[src/sam_rfp_pkg.sv]
// ----------------------------------------------------------------------------
// sam_rfp_pkg
// Shared types and character codes for the SAM record field parser.
// ----------------------------------------------------------------------------
package sam_rfp_pkg;

  // Result kinds
  typedef enum logic [1:0] {
    KIND_TEXT   = 2'd0,
    KIND_NUMBER = 2'd1,
    KIND_END    = 2'd2,
    KIND_HEADER = 2'd3
  } kind_t;

  // Number conversion modes for the FLAG field
  typedef enum logic [1:0] {
    RADIX_DEC  = 2'd0,
    RADIX_OCT  = 2'd1,
    RADIX_HEX  = 2'd2,
    RADIX_NONE = 2'd3
  } radix_t;

  // Field numbers with special handling
  localparam logic [3:0] FIELD_FLAG   = 4'd1;
  localparam logic [3:0] FIELD_POS    = 4'd3;
  localparam logic [3:0] FIELD_MAPQ   = 4'd4;
  localparam logic [3:0] FIELD_PNEXT  = 4'd7;
  localparam logic [3:0] FIELD_TLEN   = 4'd8;
  localparam logic [3:0] FIELD_QUAL   = 4'd10;
  localparam logic [3:0] FIELD_EXTRAS = 4'd11;

  // Character codes
  localparam logic [7:0] CHAR_NEWLINE = 8'h0A;
  localparam logic [7:0] CHAR_TAB     = 8'h09;
  localparam logic [7:0] CHAR_AT      = 8'h40;
  localparam logic [7:0] CHAR_MINUS   = 8'h2D;
  localparam logic [7:0] CHAR_ZERO    = 8'h30;
  localparam logic [7:0] CHAR_ONE     = 8'h31;
  localparam logic [7:0] CHAR_NINE    = 8'h39;
  localparam logic [7:0] CHAR_LOWER_X = 8'h78;
  localparam logic [7:0] CHAR_UPPER_X = 8'h58;
  localparam logic [7:0] CHAR_LOWER_A = 8'h61;
  localparam logic [7:0] CHAR_UPPER_A = 8'h41;

  // Offsets that turn a hex letter into its digit value
  localparam logic [7:0] HEX_LOWER_OFFSET = 8'd87;
  localparam logic [7:0] HEX_UPPER_OFFSET = 8'd55;

  localparam logic [1:0] DIGIT_POS_MAX = 2'd3;

  // One result item
  typedef struct packed {
    kind_t       kind;
    logic [3:0]  field_index;
    logic [7:0]  text_byte;
    logic [31:0] number_value;
    logic        last;
  } result_t;

  // Fields holding a converted number
  function automatic logic is_numeric(input logic [3:0] f);
    return (f == FIELD_FLAG) || (f == FIELD_POS) || (f == FIELD_MAPQ) ||
           (f == FIELD_PNEXT) || (f == FIELD_TLEN);
  endfunction

endpackage

[src/sam_record_field_parser.sv]
// ----------------------------------------------------------------------------
// sam_record_field_parser
// Splits a SAM text stream into fields, passes text bytes on and converts
// the numeric fields (FLAG, POS, MAPQ, PNEXT, TLEN) to values.
// ----------------------------------------------------------------------------
//
//  Channel   Signals                                   Handshake
//  --------  ----------------------------------------  ----------------------
//  input     data_byte                                 data_valid / data_stall
//  output    kind, field_index, text_byte,             result_valid /
//            number_value, last                        result_stall
//
//  One byte is taken per cycle while data_stall is low; its results appear
//  in the output register on the next cycle. A byte that causes two results
//  (a newline that closes a numeric field: the number, then the record end)
//  holds the input while the second result drains from the pending slot.
//  Input stalls only while a second result is pending or the output register
//  is full and stalled. Synchronous active-high reset returns to line start.
//
module sam_record_field_parser
  import sam_rfp_pkg::*;
#(
  parameter int NUMBER_WIDTH = 32
) (
  input  logic               clk,
  input  logic               rst,
  input  logic               data_valid,
  output logic               data_stall,
  input  logic [7:0]         data_byte,
  output logic               result_valid,
  input  logic               result_stall,
  output logic [1:0]         kind,
  output logic [3:0]         field_index,
  output logic [7:0]         text_byte,
  output logic signed [31:0] number_value,
  output logic               last
);

  localparam int NW = NUMBER_WIDTH;

  // Parser state
  logic [3:0]    field_number, field_number_next;
  logic [NW-1:0] accumulator, accumulator_next;
  radix_t        radix_mode, radix_mode_next;
  logic [1:0]    digit_position, digit_position_next;
  logic          negate_flag, negate_flag_next;
  logic          line_start, line_start_next;
  logic          header_line, header_line_next;

  // Output register and pending second result
  result_t out_res;
  result_t pend_res;
  logic    pend_valid;

  // Per-byte results
  result_t res0, res1;
  logic [1:0] res_count;

  logic accept;
  logic take;

  // Conversion helpers
  logic [NW-1:0] dec_digit;
  logic [NW-1:0] hex_digit;
  logic [NW-1:0] acc_x8;
  logic [NW-1:0] acc_x10;
  logic [NW-1:0] acc_x16;
  logic [NW-1:0] field_val;
  logic [63:0]   field_val_wide;
  logic [31:0]   field_val32;
  logic          tab;

  assign take       = result_valid && !result_stall;
  assign data_stall = pend_valid || (result_valid && result_stall);
  assign accept     = data_valid && !data_stall;

  // Digit values and scaled accumulator
  assign dec_digit = NW'(data_byte) - NW'(CHAR_ZERO);
  always_comb begin
    if (data_byte >= CHAR_LOWER_A) begin
      hex_digit = NW'(data_byte) - NW'(HEX_LOWER_OFFSET);
    end else if (data_byte >= CHAR_UPPER_A) begin
      hex_digit = NW'(data_byte) - NW'(HEX_UPPER_OFFSET);
    end else begin
      hex_digit = dec_digit;
    end
  end
  assign acc_x8  = accumulator << 3;
  assign acc_x10 = (accumulator << 3) + (accumulator << 1);
  assign acc_x16 = accumulator << 4;

  // Value of the open numeric field, zero-extended to the 32-bit port
  assign field_val      = negate_flag ? (NW'(0) - accumulator) : accumulator;
  assign field_val_wide = 64'(field_val);
  assign field_val32    = field_val_wide[31:0];

  assign tab = (data_byte == CHAR_TAB);

  // Next state and results for the incoming byte
  always_comb begin
    field_number_next   = field_number;
    accumulator_next    = accumulator;
    radix_mode_next     = radix_mode;
    digit_position_next = digit_position;
    negate_flag_next    = negate_flag;
    line_start_next     = 1'b0;
    header_line_next    = header_line;
    res0                = '0;
    res1                = '0;
    res_count           = 2'd0;

    if (data_byte == CHAR_NEWLINE) begin
      // End of line: flush open number, report end or header
      if (header_line) begin
        res0.kind = KIND_HEADER;
        res_count = 2'd1;
      end else if (is_numeric(field_number)) begin
        res0.kind         = KIND_NUMBER;
        res0.field_index  = field_number;
        res0.number_value = field_val32;
        res1.kind         = KIND_END;
        res1.field_index  = field_number;
        res_count         = 2'd2;
      end else begin
        res0.kind        = KIND_END;
        res0.field_index = field_number;
        res_count        = 2'd1;
      end
      field_number_next   = 4'd0;
      accumulator_next    = '0;
      radix_mode_next     = RADIX_DEC;
      digit_position_next = 2'd0;
      negate_flag_next    = 1'b0;
      header_line_next    = 1'b0;
      line_start_next     = 1'b1;
    end else if (header_line) begin
      // Drop header bytes
    end else if (line_start && data_byte == CHAR_AT) begin
      header_line_next = 1'b1;
    end else if (tab && field_number < FIELD_QUAL) begin
      // Close field, emit its number if numeric
      if (is_numeric(field_number)) begin
        res0.kind         = KIND_NUMBER;
        res0.field_index  = field_number;
        res0.number_value = field_val32;
        res_count         = 2'd1;
      end
      field_number_next   = field_number + 4'd1;
      accumulator_next    = '0;
      radix_mode_next     = RADIX_DEC;
      digit_position_next = 2'd0;
      negate_flag_next    = 1'b0;
    end else if (tab && field_number == FIELD_QUAL) begin
      // Enter extras tail, leading tab is its first byte
      field_number_next   = FIELD_EXTRAS;
      accumulator_next    = '0;
      radix_mode_next     = RADIX_DEC;
      digit_position_next = 2'd0;
      negate_flag_next    = 1'b0;
      res0.kind           = KIND_TEXT;
      res0.field_index    = FIELD_EXTRAS;
      res0.text_byte      = data_byte;
      res_count           = 2'd1;
    end else if (is_numeric(field_number)) begin
      // Accumulate digit
      if (field_number == FIELD_FLAG) begin
        if (digit_position == 2'd0) begin
          if (data_byte == CHAR_ZERO) begin
            radix_mode_next  = RADIX_OCT;
            accumulator_next = '0;
          end else if (data_byte >= CHAR_ONE && data_byte <= CHAR_NINE) begin
            radix_mode_next  = RADIX_DEC;
            accumulator_next = dec_digit;
          end else begin
            radix_mode_next  = RADIX_NONE;
            accumulator_next = '0;
          end
        end else if (radix_mode == RADIX_NONE) begin
          // Not a number: ignore rest of field
        end else if (digit_position == 2'd1 && radix_mode == RADIX_OCT &&
                     (data_byte == CHAR_LOWER_X || data_byte == CHAR_UPPER_X)) begin
          radix_mode_next  = RADIX_HEX;
          accumulator_next = '0;
        end else if (radix_mode == RADIX_HEX) begin
          accumulator_next = acc_x16 + hex_digit;
        end else if (radix_mode == RADIX_OCT) begin
          accumulator_next = acc_x8 + dec_digit;
        end else begin
          accumulator_next = acc_x10 + dec_digit;
        end
      end else if (field_number == FIELD_TLEN && digit_position == 2'd0 &&
                   data_byte == CHAR_MINUS) begin
        negate_flag_next = 1'b1;
      end else begin
        accumulator_next = acc_x10 + dec_digit;
      end
      if (digit_position < DIGIT_POS_MAX) begin
        digit_position_next = digit_position + 2'd1;
      end
    end else begin
      // Pass text byte on
      if (field_number > FIELD_EXTRAS) begin
        field_number_next = FIELD_EXTRAS;
      end
      res0.kind        = KIND_TEXT;
      res0.field_index = (field_number > FIELD_EXTRAS) ? FIELD_EXTRAS : field_number;
      res0.text_byte   = data_byte;
      res_count        = 2'd1;
    end

    res0.last = (res_count == 2'd1);
    res1.last = 1'b1;
  end

  // Advance parser state on each accepted byte
  always_ff @(posedge clk) begin
    if (rst) begin
      field_number   <= 4'd0;
      accumulator    <= '0;
      radix_mode     <= RADIX_DEC;
      digit_position <= 2'd0;
      negate_flag    <= 1'b0;
      line_start     <= 1'b1;
      header_line    <= 1'b0;
    end else if (accept) begin
      field_number   <= field_number_next;
      accumulator    <= accumulator_next;
      radix_mode     <= radix_mode_next;
      digit_position <= digit_position_next;
      negate_flag    <= negate_flag_next;
      line_start     <= line_start_next;
      header_line    <= header_line_next;
    end
  end

  // Load results, or drain the pending one into the output register
  always_ff @(posedge clk) begin
    if (rst) begin
      result_valid <= 1'b0;
      pend_valid   <= 1'b0;
    end else if (accept) begin
      result_valid <= (res_count != 2'd0);
      pend_valid   <= (res_count == 2'd2);
    end else if (take) begin
      result_valid <= pend_valid;
      pend_valid   <= 1'b0;
    end
  end

  always_ff @(posedge clk) begin
    if (accept) begin
      out_res  <= res0;
      pend_res <= res1;
    end else if (take) begin
      out_res <= pend_res;
    end
  end

  assign kind         = out_res.kind;
  assign field_index  = out_res.field_index;
  assign text_byte    = out_res.text_byte;
  assign number_value = out_res.number_value;
  assign last         = out_res.last;

endmodule

[config.mk]
export PLATFORM = sky130hd
export DESIGN_NAME = sam_record_field_parser
export DESIGN_NICKNAME = d
export VERILOG_FILES = /design/src/sam_rfp_pkg.sv /design/src/sam_record_field_parser.sv
export SDC_FILE = /design/constraint.sdc
export NUM_CORES = 1
export LEC_CHECK = 0
export ABC_AREA = 1
export BUFFER_PORTS_ARGS = -buffer_cell sky130_fd_sc_hd__buf_2
export CORE_MARGIN = 2
export CORE_UTILIZATION = 45
export CTS_BUF_LIST = sky130_fd_sc_hd__clkbuf_16
export DETAILED_ROUTE_END_ITERATION = 6
export PLACE_DENSITY = 0.58
export REMOVE_ABC_BUFFERS = 1
export SETUP_SLACK_MARGIN = 0.5
export SLEW_MARGIN = 25
export SYNTH_ARGS = -nofsm -noshare
export SYNTH_HDL_FRONTEND = slang
export SYNTH_SLANG_ARGS = --single-unit
[constraint.sdc]
create_clock -name clk -period 6.35 [get_ports clk]
set_clock_uncertainty 0.15 [all_clocks]
set_input_delay 0.9525 -clock clk [delete_from_list [all_inputs] [get_ports clk]]
set_output_delay 0.9525 -clock clk [all_outputs]
set_load 0.05 [all_outputs]
== Word-level counts from Yosys, hierarchy flattened ==
Cells that the tools add are included.
Word-level totals
  bits in registers: 98
  bits of input ports: 12
  logic and storage cells: 183
Cells by class
  $add $sub $neg: 10
  $lt $le $gt $ge: 7
  eq/ne operators: 26
  muxes and demuxes: 88
  bitwise operators: 2
  reductions and logical operators: 34
Operator list (number)
  2-to-1 mux 32 bit: 22
  adder 32 bit: 4
  2-to-1 mux 47 bit: 2
  2-to-1 mux 46 bit: 2
  2-to-1 mux 2 bit: 26
  2-to-1 mux 4 bit: 8
  subtractor 1 x 32 -> 32 bit (first input constant): 1
  == test 8 x 7 -> 1 bit (second input constant): 3
  2-to-1 mux 12 bit: 2
  2-to-1 mux 1 bit: 19
  2-to-1 mux 6 bit: 3
  subtractor 8 x 6 -> 9 bit (second input constant): 2
  == test 8 x 4 -> 1 bit (second input constant): 2
  == test 8 x 6 -> 1 bit (second input constant): 2
  >= comparator 8 x 7 -> 1 bit (second input constant): 2
  2-to-1 mux 8 bit: 2
  nonzero test 4 bit: 4
  AND reduction 6 bit: 2
  logical AND 1 bit: 11
  2-to-1 mux 5 bit: 2
  subtractor 8 x 7 -> 9 bit (second input constant): 1
  == test 4 x 3 -> 1 bit (second input constant): 2
  == test 4 bit (second input constant): 2
  >= comparator 8 x 6 -> 1 bit (second input constant): 1
  other kinds (27): 40

== Depth between registers and ports, before layout ==
  depth after elaboration: 15
  gate-level depth with buffers: 27
  depth with buffers taken out: 27

== Worst setup path after synthesis ==
Ideal clock, no wire load.
  kind: input-to-reg
  start point: input result_stall
  end point: register out_res, in the netlist field_index[0] (enable)
  library setup time: 517 ps
  arrival: 4278 ps
  required time: 5683 ps
  slack: 1406 ps
  stages: 1
  buffers on the path: 0
  path through: o21ai_0
Between the ends
  longest elaborated chain between the ends: 5
  elaborated cells between the ends (all ways): 7
  those cells by class: 7 x reduce/logical
RTL lines
  from (decl): RTL line sam_record_field_parser.sv:31  | input logic result_stall,
  logical AND 1 bit: RTL line sam_record_field_parser.sv:74  | assign data_stall = pend_valid || (result_valid && result_stall);
  logical OR 1 bit: RTL line sam_record_field_parser.sv:74
  zero test 1 bit: RTL line sam_record_field_parser.sv:75  | assign accept = data_valid && !data_stall;
  logical AND 1 bit: RTL line sam_record_field_parser.sv:75
  nonzero test 2 bit (no source line) (*)
  to (signal assigned): RTL line sam_record_field_parser.sv:252  | out_res <= res0;
  to (signal assigned): RTL line sam_record_field_parser.sv:255  | out_res <= pend_res;
  to (decl): RTL line sam_record_field_parser.sv:51  | result_t out_res;
Every way passes the cells marked *; elsewhere a longest branch is shown, timed or not.
A chain may end at the register's enable or synchronous reset.

== Final worst setup path ==
  start point: input data_byte[4]
  end point: register accumulator[12]
Between the ends
  longest elaborated chain between the ends: 15
  elaborated cells between the ends (all ways): 47
  those cells by class: 6 x add/sub; 4 x order compare; 11 x eq/ne; 17 x mux; 9 x reduce/logical
RTL lines
  from (decl): RTL line sam_record_field_parser.sv:29  | input logic [7:0] data_byte,
  subtractor 8 x 6 -> 9 bit (tied with other cells): RTL line sam_record_field_parser.sv:78  | assign dec_digit = NW'(data_byte) - NW'(CHAR_ZERO);
  2-to-1 mux 32 bit: RTL line sam_record_field_parser.sv:82  | end else if (data_byte >= CHAR_UPPER_A) begin
  2-to-1 mux 32 bit: RTL line sam_record_field_parser.sv:80  | if (data_byte >= CHAR_LOWER_A) begin
  adder 32 bit: RTL line sam_record_field_parser.sv:185  | accumulator_next = acc_x16 + hex_digit;
  2-to-1 mux 32 bit: RTL line sam_record_field_parser.sv:184  | end else if (radix_mode == RADIX_HEX) begin
  2-to-1 mux 32 bit: RTL line sam_record_field_parser.sv:180  | end else if (digit_position == 2'd1 && radix_mode == RADIX_OCT &&
  2-to-1 mux 32 bit: RTL line sam_record_field_parser.sv:178  | end else if (radix_mode == RADIX_NONE) begin
  2-to-1 mux 32 bit: RTL line sam_record_field_parser.sv:167  | if (digit_position == 2'd0) begin
  2-to-1 mux 32 bit: RTL line sam_record_field_parser.sv:166  | if (field_number == FIELD_FLAG) begin
  2-to-1 mux 32 bit: RTL line sam_record_field_parser.sv:164  | end else if (is_numeric(field_number)) begin
  2-to-1 mux 32 bit: RTL line sam_record_field_parser.sv:153  | end else if (tab && field_number == FIELD_QUAL) begin
  2-to-1 mux 32 bit: RTL line sam_record_field_parser.sv:140  | end else if (tab && field_number < FIELD_QUAL) begin
  2-to-1 mux 32 bit: RTL line sam_record_field_parser.sv:138  | end else if (line_start && data_byte == CHAR_AT) begin
  2-to-1 mux 32 bit: RTL line sam_record_field_parser.sv:136  | end else if (header_line) begin
  2-to-1 mux 32 bit: RTL line sam_record_field_parser.sv:112  | if (data_byte == CHAR_NEWLINE) begin
  to (signal assigned): RTL line sam_record_field_parser.sv:227  | accumulator <= accumulator_next;
  to (decl): RTL line sam_record_field_parser.sv:43  | logic [NW-1:0] accumulator, accumulator_next;
Several ways; a longest one is shown, not always the timed one. The select of a mux whose other input is x is not followed.

==> metrics.txt <==
Yosys warnings=0; initial antenna violation count=0; I/O pins=between 60 and 70; Net Sw Frac=0.479; CTS Buf Count=9; Leak=between 7 and 8 nW; synth unique cells=between 50 and 60; Synth Area in XOR/XNOR=0.0329; Place WS=1.36 ns; DRC=0; sequential share of the synthesized area=0.193; hold crit path type=flop to flop; setup ws final=roughly 1.6 ns; crit path time final=between 4 and 5 ns; crit-path max FO=8; CP arrival=4.76 ns; Core Region=27900 sq um; hold buffer count at CTS=0; Pint=1.37 mW; Die W=172 microns; clk_lat worst skew=about 0.37 ns; pwr/cell area=191 nW/um^2; Fin. Hold Viols=0; Clk pwr share=0.231; fin crit share=0.741; Hold WS=0.316 ns; number of buffers added on ports=60; Synth top cells by count=661 x nand2_1, 335 x inv_1, 205 x nor2_1; Switching Power=between 1 and 1.5 mW; diodes inserted=0; Initial Utilization=0.459; largest net degree at the start of global routing=48; die area=between 20000 and 30000 sq um; Final Setup Violations=0; crit end category=flop; count leader, synth=nand2_1; WP data required=roughly 6.4 ns; Synth area leader=nand2_1; # H-tree levels=3; CP Launch Type=input port; Synth Flop Type=edfxtp_1; Mean Syn Cell Area=between 6 and 7 sq um; unrepaired setup endpoints after global routing=no; number of vias per cell=about 5.4; FFs w/ async S/R, synth=0; Synth Area in Simple Gates=0.378; ratio of cells with drive above 1 in the final layout=0.0642; Iteration-0 DRC Markers=~1300; first-pass GRT wire length=approximately 71000 microns; worst rel slew slack=0.328; sequential power share=0.305; Synth Area in Compound Gates=0.124; Max Root-Sink Buffers=2; Routed wire per std cell=around 18 microns; Die Y-Extent=about 170 microns; Area Overhead vs Synth=7.72%; CTS tree=built; Synth Area in Adders=0.153; Slew Viols, Final=0; CTS sink cnt=97; # resized after CTS=0; Area contributors post-synth=nand2_1 19%, edfxtp_1 12%, ha_1 10%; Synth top area share=0.194; total track usage=0.313; Routed Antenna Nets=0; Post-synth EDFFs=52; post-detail-place hpwl=about 37000 microns; routability cong.=about 0.95; DR pass1 iterations=6; main combinational cell family by area after synthesis=simple AND/OR/NAND/NOR gates; Max Freq=0.212 GHz; TNS Setup=0 ns; Congestion Overflow GR=0; final wirelength=roughly 46000 microns; Slew @ Worst Pin=1.01 ns; Register-to-Register Setup Slack=roughly 2.5 ns; Post-Syn Instances=roughly 2100; Logic pwr share=0.465; vias in the first global route=roughly 13000; worst vdd ir=roughly 130 uV; clock-pin slew on the worst setup and hold paths=0.09 ns; Syn Std Cell Area=around 13000 sq um; Post-CTS Setup Inserts=0; post-synthesis mux area share=0; Crit Path Class=input port to flop; Seq cells post-synth=97; FP Rows=61; outcome=finished clean; maxcap violations=0; clock root cell=clkbuf_16; Layout Nets=2309; via count=around 14000
cell usage in the layout (no fill, tap or decap), types with 12 or more instances in the layout:
master and instances:
o21bai_1 12, ha_1 107, xnor2_1 21, inv_2 21
buf_2 60, a21oi_1 158, o21ai_0 69, nor3_1 27
fa_1 31, o21ai_1 12, inv_1 334, nand2_1 661
xor2_1 27, nor2_1 203, nand4_1 27, edfxtp_1 52
nand3_1 185, dfxtp_1 45
area by class of cell:
cell class / instances / area [sq um]
multi-input cells: 1627 / 8810
well taps: 378 / 473
fillers: 3007 / 14100
repair buffers: 67 / 353
inverters: 357 / 1340
flip-flops and latches: 97 / 2460
clock inverters: 7 / 93.8
clock buffers: 9 / 225
flip-flops by register name (all words and copies together) (netlist names), 2 cells and up:
name and cells:
accumulator 32, number_value 32, text_byte 8, pend_res 5, field_index 4, field_number 4
digit_position 2, kind 2, radix_mode 2
per-stage QoR:
stage	power (mW)	utilization	std cells	instance area, sq um
2_1_floorplan	1.65	-	2081	12600
3_3_place_gp	2.01	0.482	2526	13400
3_5_place_dp	2.01	0.482	2526	13400
4_1_cts	2.62	0.494	2542	13800
5_1_grt	2.80	0.494	2542	13800
6_report	2.63	0.494	2542	13800
path summary, 6_finish.rpt:
path | to | start | cells past startpoint
setup / recovery | accumulator[12]$_SDFFE_PP0P_ | data_byte[4] | 24
hold / removal | line_start$_SDFFE_PP1P_ | line_start$_SDFFE_PP1P_ | 2
setup reg to reg | accumulator[24]$_SDFFE_PP0P_ | accumulator[4]$_SDFFE_PP0P_ | 16
hold reg to reg | line_start$_SDFFE_PP1P_ | line_start$_SDFFE_PP1P_ | 2
power by group through the flow:
stage	combinational (mW)	clock (mW)	sequential, mW
after detailed placement	1.20	0	0.813
final	1.22	0.606	0.800
after CTS	1.20	0.616	0.798
after global routing	1.35	0.637	0.808
after floorplan	0.760	0	0.888
after global placement	1.20	0	0.813
routing by layer:
metal / GRT usage / part of all wire / vias up / wire [microns]
li1: - / - / 6884 / -
met1: 0.412 / 0.44 / 6363 / 20300
met2: 0.518 / 0.45 / 490 / 20600
met3: 0.0499 / 0.071 / 83 / 3250
met4: 0.114 / 0.036 / 0 / 1630
met5: 0 / 0 / - / 0
critical path, stage by stage:
cell and delay [ns]:
buf_2 0.13, inv_1 0.27, ha_1 0.26, nand2_1 0.08, nor2_1 0.14, nand3_1 0.10
nand2_1 0.16, nor2_2 0.08, nor2_1 0.12, xor2_1 0.18, ha_1 0.28, inv_1 0.08
fa_1 0.35, inv_1 0.25, nand3_1 0.12, nand3_1 0.21, nand2_1 0.08, nand2_1 0.17
xnor2_1 0.19, nand2_1 0.17, nand3_1 0.12, nand2_1 0.06, o211ai_1 0.10, a21oi_1 0.08
cell families (layout without fill, tap and decap cells):
kind of cell / Yosys count / after routing
buffers and inverters: 387 / 440
XOR/XNOR: 48 / 48
adder cells (fa/ha/maj): 138 / 138
AND/OR/NAND/NOR: 1150 / 1150
AO/OA/AOI/OAI: 291 / 291
flip-flops: 97 / 97
No activity file was read; power rests on OpenSTA's default activity.
